--- src/cmm_pkg.sv ---
package cmm_pkg;

    // default matrix dimension and fixed field widths
    localparam int DefaultDim = 4;
    localparam int DataW      = 32;
    localparam int CoordW     = 3;

    typedef logic signed [DataW-1:0] t_data;
    typedef logic [CoordW-1:0]       t_coord;

    // controller to datapath commands
    typedef struct packed {
        logic   wr_en;
        logic   rd_en;
        logic   last;
        t_coord row;
        t_coord col;
    } t_dp_cmd;

    // datapath to controller status
    typedef struct packed {
        logic adv;
    } t_dp_stat;

endpackage

--- src/cmm_ctrl.sv ---
module cmm_ctrl #(
    parameter int DIM = cmm_pkg::DefaultDim
) (
    input  logic              i_clk,
    input  logic              i_rst_n,
    input  logic              i_in_valid,
    output logic              o_in_ready,
    input  cmm_pkg::t_dp_stat i_stat,
    output cmm_pkg::t_dp_cmd  o_cmd
);
    import cmm_pkg::*;

    localparam logic ST_LOAD = 1'b0;
    localparam logic ST_RUN  = 1'b1;
    localparam t_coord LastIdx = CoordW'(DIM - 1);

    logic   r_state, n_state;
    t_coord r_row, n_row;
    t_coord r_col, n_col;
    logic   at_end;
    logic   step;

    // position walk shared by loading and result issue
    assign at_end     = (r_row == LastIdx) && (r_col == LastIdx);
    assign o_in_ready = (r_state == ST_LOAD);
    assign step       = (r_state == ST_LOAD) ? i_in_valid : i_stat.adv;

    // commands
    always_comb begin
        o_cmd.wr_en = (r_state == ST_LOAD) && i_in_valid;
        o_cmd.rd_en = (r_state == ST_RUN) && i_stat.adv;
        o_cmd.last  = at_end;
        o_cmd.row   = r_row;
        o_cmd.col   = r_col;
    end

    // next state and counters
    always_comb begin
        n_state = r_state;
        n_row   = r_row;
        n_col   = r_col;
        if (step) begin
            if (at_end) begin
                n_row   = '0;
                n_col   = '0;
                n_state = (r_state == ST_LOAD) ? ST_RUN : ST_LOAD;
            end else if (r_col == LastIdx) begin
                n_col = '0;
                n_row = r_row + 1'b1;
            end else begin
                n_col = r_col + 1'b1;
            end
        end
    end

    always_ff @(posedge i_clk) begin
        if (!i_rst_n) begin
            r_state <= ST_LOAD;
            r_row   <= '0;
            r_col   <= '0;
        end else begin
            r_state <= n_state;
            r_row   <= n_row;
            r_col   <= n_col;
        end
    end
endmodule

--- config.mk ---
export PLATFORM = sky130hd
export DESIGN_NAME = cmm_ctrl
export DESIGN_NICKNAME = d
export VERILOG_FILES = /design/src/cmm_pkg.sv /design/src/cmm_ctrl.sv
export SDC_FILE = /design/constraint.sdc
export NUM_CORES = 1
export LEC_CHECK = 0
export BUFFER_PORTS_ARGS = -buffer_cell sky130_fd_sc_hd__buf_4
export CELL_PAD_IN_SITES_DETAIL_PLACEMENT = 1
export CELL_PAD_IN_SITES_GLOBAL_PLACEMENT = 2
export CORE_MARGIN = 4
export CORE_UTILIZATION = 21
export DETAILED_ROUTE_END_ITERATION = 16
export PLACE_DENSITY = 0.66
export SLEW_MARGIN = 10
export SYNTH_ARGS = -nofsm -noshare
export SYNTH_HDL_FRONTEND = slang
export SYNTH_SLANG_ARGS = --single-unit
--- constraint.sdc ---
create_clock -name i_clk -period 1.42 [get_ports i_clk]
set_input_delay 0.213 -clock i_clk [delete_from_list [all_inputs] [get_ports i_clk]]
set_output_delay 0.213 -clock i_clk [all_outputs]
set_load 0.03 [all_outputs]
==> results of run 1 <==
[cells in the final DEF (no fill, tap or decap)]
cell type  count
ha_1           1
dfxtp_2        2
nand2b_1       1
clkbuf_1       1
and2b_2        1
a21boi_0       1
buf_4         17
inv_1          3
o211ai_1       1
buf_6          2
dfxtp_1        3
a41o_1         1
nor2b_1        1
mux2i_2        1
clkbuf_4       3
nor2_4         1
nand2_1        5
nand3b_1       1
a21oi_1        2
dfxtp_4        2
ha_4           1
o311a_1        1
nand3_1        1
or2b_1         1
nor2_2         1
and2_2         1
mux2i_1        3
[per-layer routing]
metal  GRT usage, %  vias up  part of all wire [%]
met5              0        -                     0
li1               -      172                     -
met3           2.76        2                   6.7
met1           9.61      154                    46
met4           6.73        0                  0.55
met2           10.2        9                    46
[final cells by class]
class / instances / area (um^2) / share of cell area (%)
Sequential cell: 7 / 150 / 26.4
Inverter: 3 / 11.3 / 1.98
Clock buffer: 4 / 26.3 / 4.62
Multi-Input combinational cell: 26 / 211 / 37.1
Tap cell: 16 / 20.0 / 3.52
Timing Repair Buffer: 19 / 150 / 26.4
[cell usage after synthesis (2+ instances only)]
library cell	instances
mux2i_1	4
dfxtp_1	7
ha_1	2
nand2_1	5
nor2_1	2
inv_1	3
a21oi_1	2
[worst max-delay path by stage]
stage,endpoint,cells past startpoint,from,slack (ns)
after floorplan,r_state,4,r_col[1],0.003
after CTS,o_cmd[6],4,r_col[1],-0.08
after global routing,o_cmd[6],4,r_col[1],-0.13
after global placement,r_state,4,r_col[1],0.05
after detailed placement,r_state,4,r_col[1],0.04
final,o_cmd[6],4,r_col[1],-0.08
[cell families after synthesis]
| group | after synthesis | share of synthesized area (%) |
|---|---|---|
| and+or+nand+nor | 14 | 21.6 |
| DFF | 7 | 40.3 |
| AOI/OAI and AO/OA | 6 | 13.0 |
| buffers and inverters | 5 | 6.47 |
| muxes | 4 | 11.5 |
| adders and majority gates | 2 | 7.19 |
[flip-flops by register name, indices dropped and copies added, names as in the netlist]
| register | count |
|---|---|
| r_col | 3 |
| r_row | 3 |
| r_state | 1 |
[stage by stage]
step	utilization (%)	hold WS [ns]	setup slack, ns
finish	36.9	0.230	-0.0823
global route	36.9	0.241	-0.133
global placement	31.9	0.437	0.0495
detailed placement	31.9	0.439	0.0368
CTS	35.6	0.212	-0.0808
floorplan	-	0.375	0.00314
[power by group]
group / internal (mW) / switching, mW
combinational: 0.0321 / 0.0355
sequential: 0.201 / 0.00503
clock: 0.107 / 0.0757
total: 0.340 / 0.116
[worst max-delay path: stages, from the launching register on]
cell and delay (ns):
dfxtp_4 0.36, ha_4 0.12, or2b_1 0.27, nor2_2 0.14, buf_6 0.15
[repair_timing]
| item | 4_1_cts | 5_1_grt |
|---|---|---|
| buffers inserted | 3 | 1 |
| pin swaps | 1 | 1 |
| hold buffers | 0 | 0 |
| gates resized for setup | 3 | 3 |
| endpoints found under the setup margin | 1 | 4 |
==> metrics.txt, run 1 <==
status complete, but fails checks; n_diodes 0; failing checks negative setup slack; mapped cell area roughly 350 um^2; CP Capture Type primary output; Slew HR between 60% and 70%; Net Count, Synth 44; number of nets in the layout 66; Starting Density 22.6%; Worst-Margin Slew 0.454 ns; non-filler cells, final 75; share of cells above drive strength 1 54.2%; Synth cell types 20; clock slew at reported path FFs 0.05 ns; routed wire length roughly 910 um; Die Span Y 48.7 um; fin. max-slew vios 0; leakage ~0.26 nW; Final Skew 0.00115 ns; largest net degree at the start of global routing 11; FFs w/ async S/R, synth 0%; critical path class flop to primary output; CP startpoint kind flop; Placed Area around 490 um^2; worst flop-to-flop path startpoint r_col[1]; setup ws final -0.0823 ns; RSZ-0062 raised after global routing yes; gpl congestion 0.661; flop-to-flop setup slack 0.01 ns; CP Data Required Time 1.21 ns; TNS Setup -0.0823 ns; path type of the worst min-delay path primary input to flop; TritonCTS clock tree done; Initial DRC Count 2; routed vias 337; Residual DRC 0; Clock Tree Buf Depth 2; synth top area cells dfxtp_1 (40%), mux2i_1 (12%), ha_1 (7.2%); hpwl dp 648 um; synth warn 0; Die ar. 2370 um^2; max-cap violation count 0; post-route cell area 569 um^2; WHS Endpoint r_state; # IOs 14; gr ovfl total 0; hold_sp i_in_valid; top_reg_cell synth dfxtp_1; register area share after synthesis 40.3%; worst reg2reg path endpoint r_row[1]; synth-to-layout area growth 63.7%; Post-synth EDFFs 0; CTS buffer count 3; die width 48.7 um; Worst Path Max Fanout 3; number of iterations in the first detailed-routing pass 2; Yosys reg bits 7; Max VDD drop 399 uV; Fmax 666 MHz; Syn Inst Count 38; gr usage total 7.73%; crit path DAT 1.29 ns; port bufs 13; post-synth top area cell dfxtp_1; # fillers between 150 and 200; vias per std cell 4.49; # rows 14; R2R depth 6; placed cells 67; post-route ant nets 0; H-Tree Depth 1; worst hold stages 2; clock latency on the worst-skew pair about 0.25 ns; PD cells 802 nW/um^2; total clock sinks 7; final hold viol count 0; post-route total power between 0.4 and 0.5 mW; routed len/inst 12.1 um; top-area cell type share of the netlist area 40.3%; Setup violations, final 1; vias in the first global route 334; Syn Area/Cell 9.15 um^2; Final Cycle Share 106%; initial antenna violation count 0; first-pass GRT wire length 1.41 mm; Clock Root Buffer clkbuf_4; Core Box Area 1540 um^2; Final min period 1.50 ns
Power figures use the tool's default switching activity.
==> run 2, diff against run 1 <==
- CORE_UTILIZATION: 21 -> 26
- PLACE_DENSITY: 0.66 -> 0.76
- clock period: 1.42 -> 1.9 ns (I/O delays scaled with it)
==> metrics.txt, run 2 (synthesized netlist as in run 1, its figures left out) <==
max-cap violation count 0 (unchanged); number of nets in the layout 60 (-9.1%); setup bufs post-CTS 0 (-3); Worst Path Max Fanout 4 (+1); gr ovfl total 0 (unchanged); Starting Density 29.3% (+6.8 points); Clock Tree Buf Depth 2 (unchanged); Worst-Margin Slew 0.420 ns (-0.0336 ns); vias in the first global route 352 (+5.4%); Max VDD drop 355 uV (-11%); Clock Root Buffer clkbuf_4; routed len/inst 12.0 um (-0.88%); CP Data Required Time 1.62 ns (+0.41 ns); TNS Setup 0 ns (+0.0823 ns); TritonCTS clock tree done; Die ar. 1990 um^2 (-16%); Final min period 1.71 ns; PD cells 681 nW/um^2 (-15%); n_diodes 0 (unchanged); total clock sinks 7 (unchanged); CTS resizes 0 (-3); worst flop-to-flop path startpoint r_col[0]; routed wire length 804 um (-11%); CTS buffer count 3 (unchanged); worst reg2reg path endpoint r_state; Final Cycle Share 90.2%; CP startpoint r_col[0]; crit path DAT 1.43 ns (+0.14 ns); largest net degree at the start of global routing 11 (unchanged); gr usage total 10.8% (+3.1 points); Core Box Area 1190 um^2 (-23%); gpl congestion 0.725 (+9.7%); CP endpoint o_cmd[6]; Initial DRC Count 2 (unchanged); flop-to-flop setup slack 0.41 ns (+0.40 ns); # rows 12 (-2); Post-CTS Hold Fix Bufs 0 (unchanged); CP Capture Type primary output; final hold viol count 0 (unchanged); Residual DRC 0 (unchanged); most frequent cells in the layout buf_4 (13), dfxtp_1 (7), nand2_1 (5); Final Skew 0.000969 ns (-0.000180 ns); clock latency on the worst-skew pair 0.25 ns (about the same); hold_sp i_in_valid; die width 44.6 um (-8.5%); RSZ-0062 raised after global routing no; vias per std cell 4.81 (+7.0%); initial antenna violation count 0 (unchanged); placed cells 63 (-6.0%); CP startpoint kind flop; first-pass GRT wire length 1.50 mm (+6.9%); leakage 0.222 nW (-14%); critical path class flop to primary output; R2R depth 4 (-2); H-Tree Depth 1 (unchanged); port bufs 13 (unchanged); share of cells above drive strength 1 34.0% (-20 points); synth-to-layout area growth 37.4%; most common cell after layout, fill and taps aside buf_4; Largest regs r_col x3, r_row x3, r_state x1; path type of the worst min-delay path primary input to flop; Die Span Y 44.6 um (-8.5%); Fmax 583 MHz; clock slew at reported path FFs 0.05 ns (about the same); routed vias 322 (-4.5%); non-filler cells, final 67 (-11%); # IOs 14 (unchanged); Slew HR 71.2% (+2.0 points); status finished clean; Setup violations, final 0 (-1); number of iterations in the first detailed-routing pass 3 (+1); fin. max-slew vios 0 (unchanged); post-route ant nets 0 (unchanged); hpwl dp 673 um (+3.9%)
==> run 2: changes by cell type in the layout (fill, tap and decap cells not counted), sizes merged <==
| cell | before | now |
|---|---|---|
| buf | 19 | 13 |
==> run 2: metal layers <==
| layer | global-route usage [%] | wire length [um] |
|---|---|---|
| met4 | 7.23 | 19 |
| met1 | 10.8 | 316 |
| met2 | 18.1 | 384 |
| met3 | 4.47 | 84 |
| met5 | 0 | 0 |
==> run 2: through the flow <==
stage / hold slack, ns / util, % / total power, mW / worst slack [ns] / instance area [um^2]
after global placement: 0.430 / 38.1 / 0.196 / 0.461 / 452
after floorplan: 0.447 / - / 0.181 / 0.261 / 348
final: 0.299 / 40.3 / 0.325 / 0.186 / 478
after detailed placement: 0.450 / 38.1 / 0.197 / 0.417 / 452
after global routing: 0.299 / 40.3 / 0.345 / 0.0547 / 478
after CTS: 0.296 / 40.3 / 0.333 / 0.176 / 478
==> run 2: where the power goes <==
part,internal [mW],leakage [nW],total (mW),switching (mW)
combinational,0.0169,0.150,0.0394,0.0225
clock,0.0800,0.0150,0.132,0.0522
sequential,0.151,0.0568,0.154,0.00317
==> run 2: critical path: stages (launching register included) <==
cell and delay [ns]:
dfxtp_1 0.37, ha_1 0.18, or2b_1 0.28, nor2_1 0.17, buf_4 0.19
==> run 2: cell type report <==
type                            count  area, um^2
Clock buffer                        4        26.3
Multi-Input combinational cell     26         185
Sequential cell                     7         140
Fill cell                         147         708
Tap cell                           14        17.5
Inverter                            3        11.3
Timing Repair Buffer               13        97.6
==> run 2: worst min path at each step <==
stage                          end  slack (ns)  depth (start not counted)
after floorplan            r_state        0.45                          1
after global placement    r_row[2]        0.43                          2
after detailed placement  r_row[2]        0.45                          2
after CTS                  r_state        0.30                          2
after global routing       r_state        0.30                          2
final                      r_state        0.30                          2
==> run 3, diff against run 2 <==
- CORE_UTILIZATION: 26 -> 24
- PLACE_DENSITY: 0.76 -> 0.71
- clock period: 1.9 -> 1.6 ns (I/O delays scaled with it)
==> metrics.txt, run 3 (synthesized netlist as in run 1, its figures left out) <==
Die Span Y 46.1 um (+3.4%); CP Buf/Inv Count 1 (unchanged); Final min period 1.57 ns; routed vias 321 (-0.31%); Die ar. 2120 um^2 (+6.8%); Worst-Margin Slew 0.448 ns (+0.0279 ns); worst flop-to-flop path startpoint r_col[1]; post-route ant nets 0 (unchanged); PD cells 788 nW/um^2 (+16%); Clock Tree Buf Depth 2 (unchanged); Final Skew 0.00283 ns (+0.00187 ns); CP top delay family simple AND/OR/NAND/NOR gates; fin. max-slew vios 0 (unchanged); routed len/inst 12.8 um (+6.4%); Worst Path Max Fanout 4 (unchanged); max-cap violation count 0 (unchanged); Reg area 145 um^2 (+3.6%); pre-CTS setup slack 0.146 ns (-0.271 ns); Final Cycle Share 98.3%; Slew HR 69.3% (-1.9 points); CP Capture Type primary output; Max VDD drop 544 uV (+53%); crit-path cells ha_4 -> or2b_1 -> nor2_2 -> buf_6; gr ovfl total 0 (unchanged); Initial DRC Count 2 (unchanged); vias in the first global route 309 (-12%); most common cell after layout, fill and taps aside buf_4; initial antenna violation count 0 (unchanged); R2R depth 4 (unchanged); hold_sp i_in_valid; Residual DRC 0 (unchanged); Clock Root Buffer clkbuf_4; WHS Endpoint r_state; gr usage total 9.21% (-1.6 points); Setup violations, final 0 (unchanged); clock slew at reported path FFs 0.05 ns (about the same); setup ws final 0.0270 ns (-0.159 ns); # rows 13 (+1); TNS Setup 0 ns (unchanged); number of nets in the layout 61 (+1.7%); Crit-path slowest cell dfxtp_4; path type of the worst min-delay path primary input to flop; number of iterations in the first detailed-routing pass 2 (-1); hpwl dp 703 um (+4.5%); n_diodes 0 (unchanged); most frequent cells in the layout buf_4 (13), nand2_1 (5), dfxtp_1 (5); final hold viol count 0 (unchanged); port bufs 13 (unchanged); Largest regs r_col x3, r_row x3, r_state x1; Starting Density 26.1% (-3.2 points); die width 46.1 um (+3.4%); first-pass GRT wire length 1.37 mm (-8.7%); CTS buffer count 3 (unchanged); leakage 0.227 nW (+2.2%); critical path class flop to primary output; share of cells above drive strength 1 42.6% (+8.6 points); worst hold stages 2 (unchanged); TritonCTS clock tree done; # IOs 14 (unchanged); Core Box Area 1330 um^2 (+12%); synth-to-layout area growth 46.8%; clock latency on the worst-skew pair 0.25 ns (about the same); RSZ-0062 raised after global routing yes; CP peak stage delay 0.36 ns (about the same); CP startpoint kind flop; largest net degree at the start of global routing 11 (unchanged); CP Data Required Time 1.36 ns (-0.26 ns); crit path DAT 1.33 ns (-0.10 ns); # fillers 163 (+11%); vias per std cell 4.65 (-3.2%); status finished clean; Fmax ~640 MHz; routed wire length 881 um (+9.6%); flop-to-flop setup slack 0.17 ns (-0.24 ns); Multi-input gate area 200 um^2 (+8.1%); worst reg2reg path endpoint r_state; total clock sinks 7 (unchanged); H-Tree Depth 1 (unchanged); gpl congestion 0.802 (+11%)
run 3: cell type report:
class	instances	share of cell area, %
Tap cell	15	3.68
Multi-Input combinational cell	26	39.2
Sequential cell	7	28.4
Clock buffer	4	5.15
Timing Repair Buffer	14	21.3
Inverter	3	2.21
run 3: per-layer routing:
metal	wire (um)	GRT usage (%)	share of wire (%)	vias to the layer above
li1	-	-	-	162
met1	377	10.7	43	148
met2	431	14.8	49	11
met3	72	3.91	8.2	0
met4	0	3.41	0	0
met5	0	0	0	-
run 3: how the worst max path moves through the flow:
stage              from  endpoint  slack, ns  depth (start not counted)
6_report       r_col[1]  o_cmd[6]       0.03                          4
5_1_grt        r_col[1]  o_cmd[6]      -0.04                          4
4_1_cts        r_col[0]  o_cmd[6]      0.007                          4
3_5_place_dp   r_col[0]   r_state       0.15                          4
3_3_place_gp   r_col[0]   r_state       0.20                          4
2_1_floorplan  r_col[0]   r_state       0.09                          4
run 3: where the power goes:
group | leakage [nW] | switching (mW) | internal [mW]
clock | 0.0150 | 0.0690 | 0.0954
sequential | 0.0578 | 0.00474 | 0.179
combinational | 0.154 | 0.0296 | 0.0246
run 3: stage by stage:
| step | hold slack [ns] | cells | utilization (%) | power [mW] | instance area, um^2 |
|---|---|---|---|---|---|
| 3_3_place_gp | 0.432 | 64 | 34.1 | 0.233 | 455 |
| 5_1_grt | 0.263 | 69 | 38.3 | 0.428 | 510 |
| 2_1_floorplan | 0.402 | 38 | - | 0.215 | 350 |
| 4_1_cts | 0.258 | 68 | 36.6 | 0.401 | 488 |
| 6_report | 0.260 | 69 | 38.3 | 0.402 | 510 |
| 3_5_place_dp | 0.446 | 64 | 34.1 | 0.236 | 455 |
run 3: what timing repair did:
action | in CTS | in global routing
gates resized for setup | 2 | 3
hold buffers | 0 | 0
endpoints found under the setup margin | 1 | 1
buffers inserted | 0 | 1
pin swaps | 1 | 2
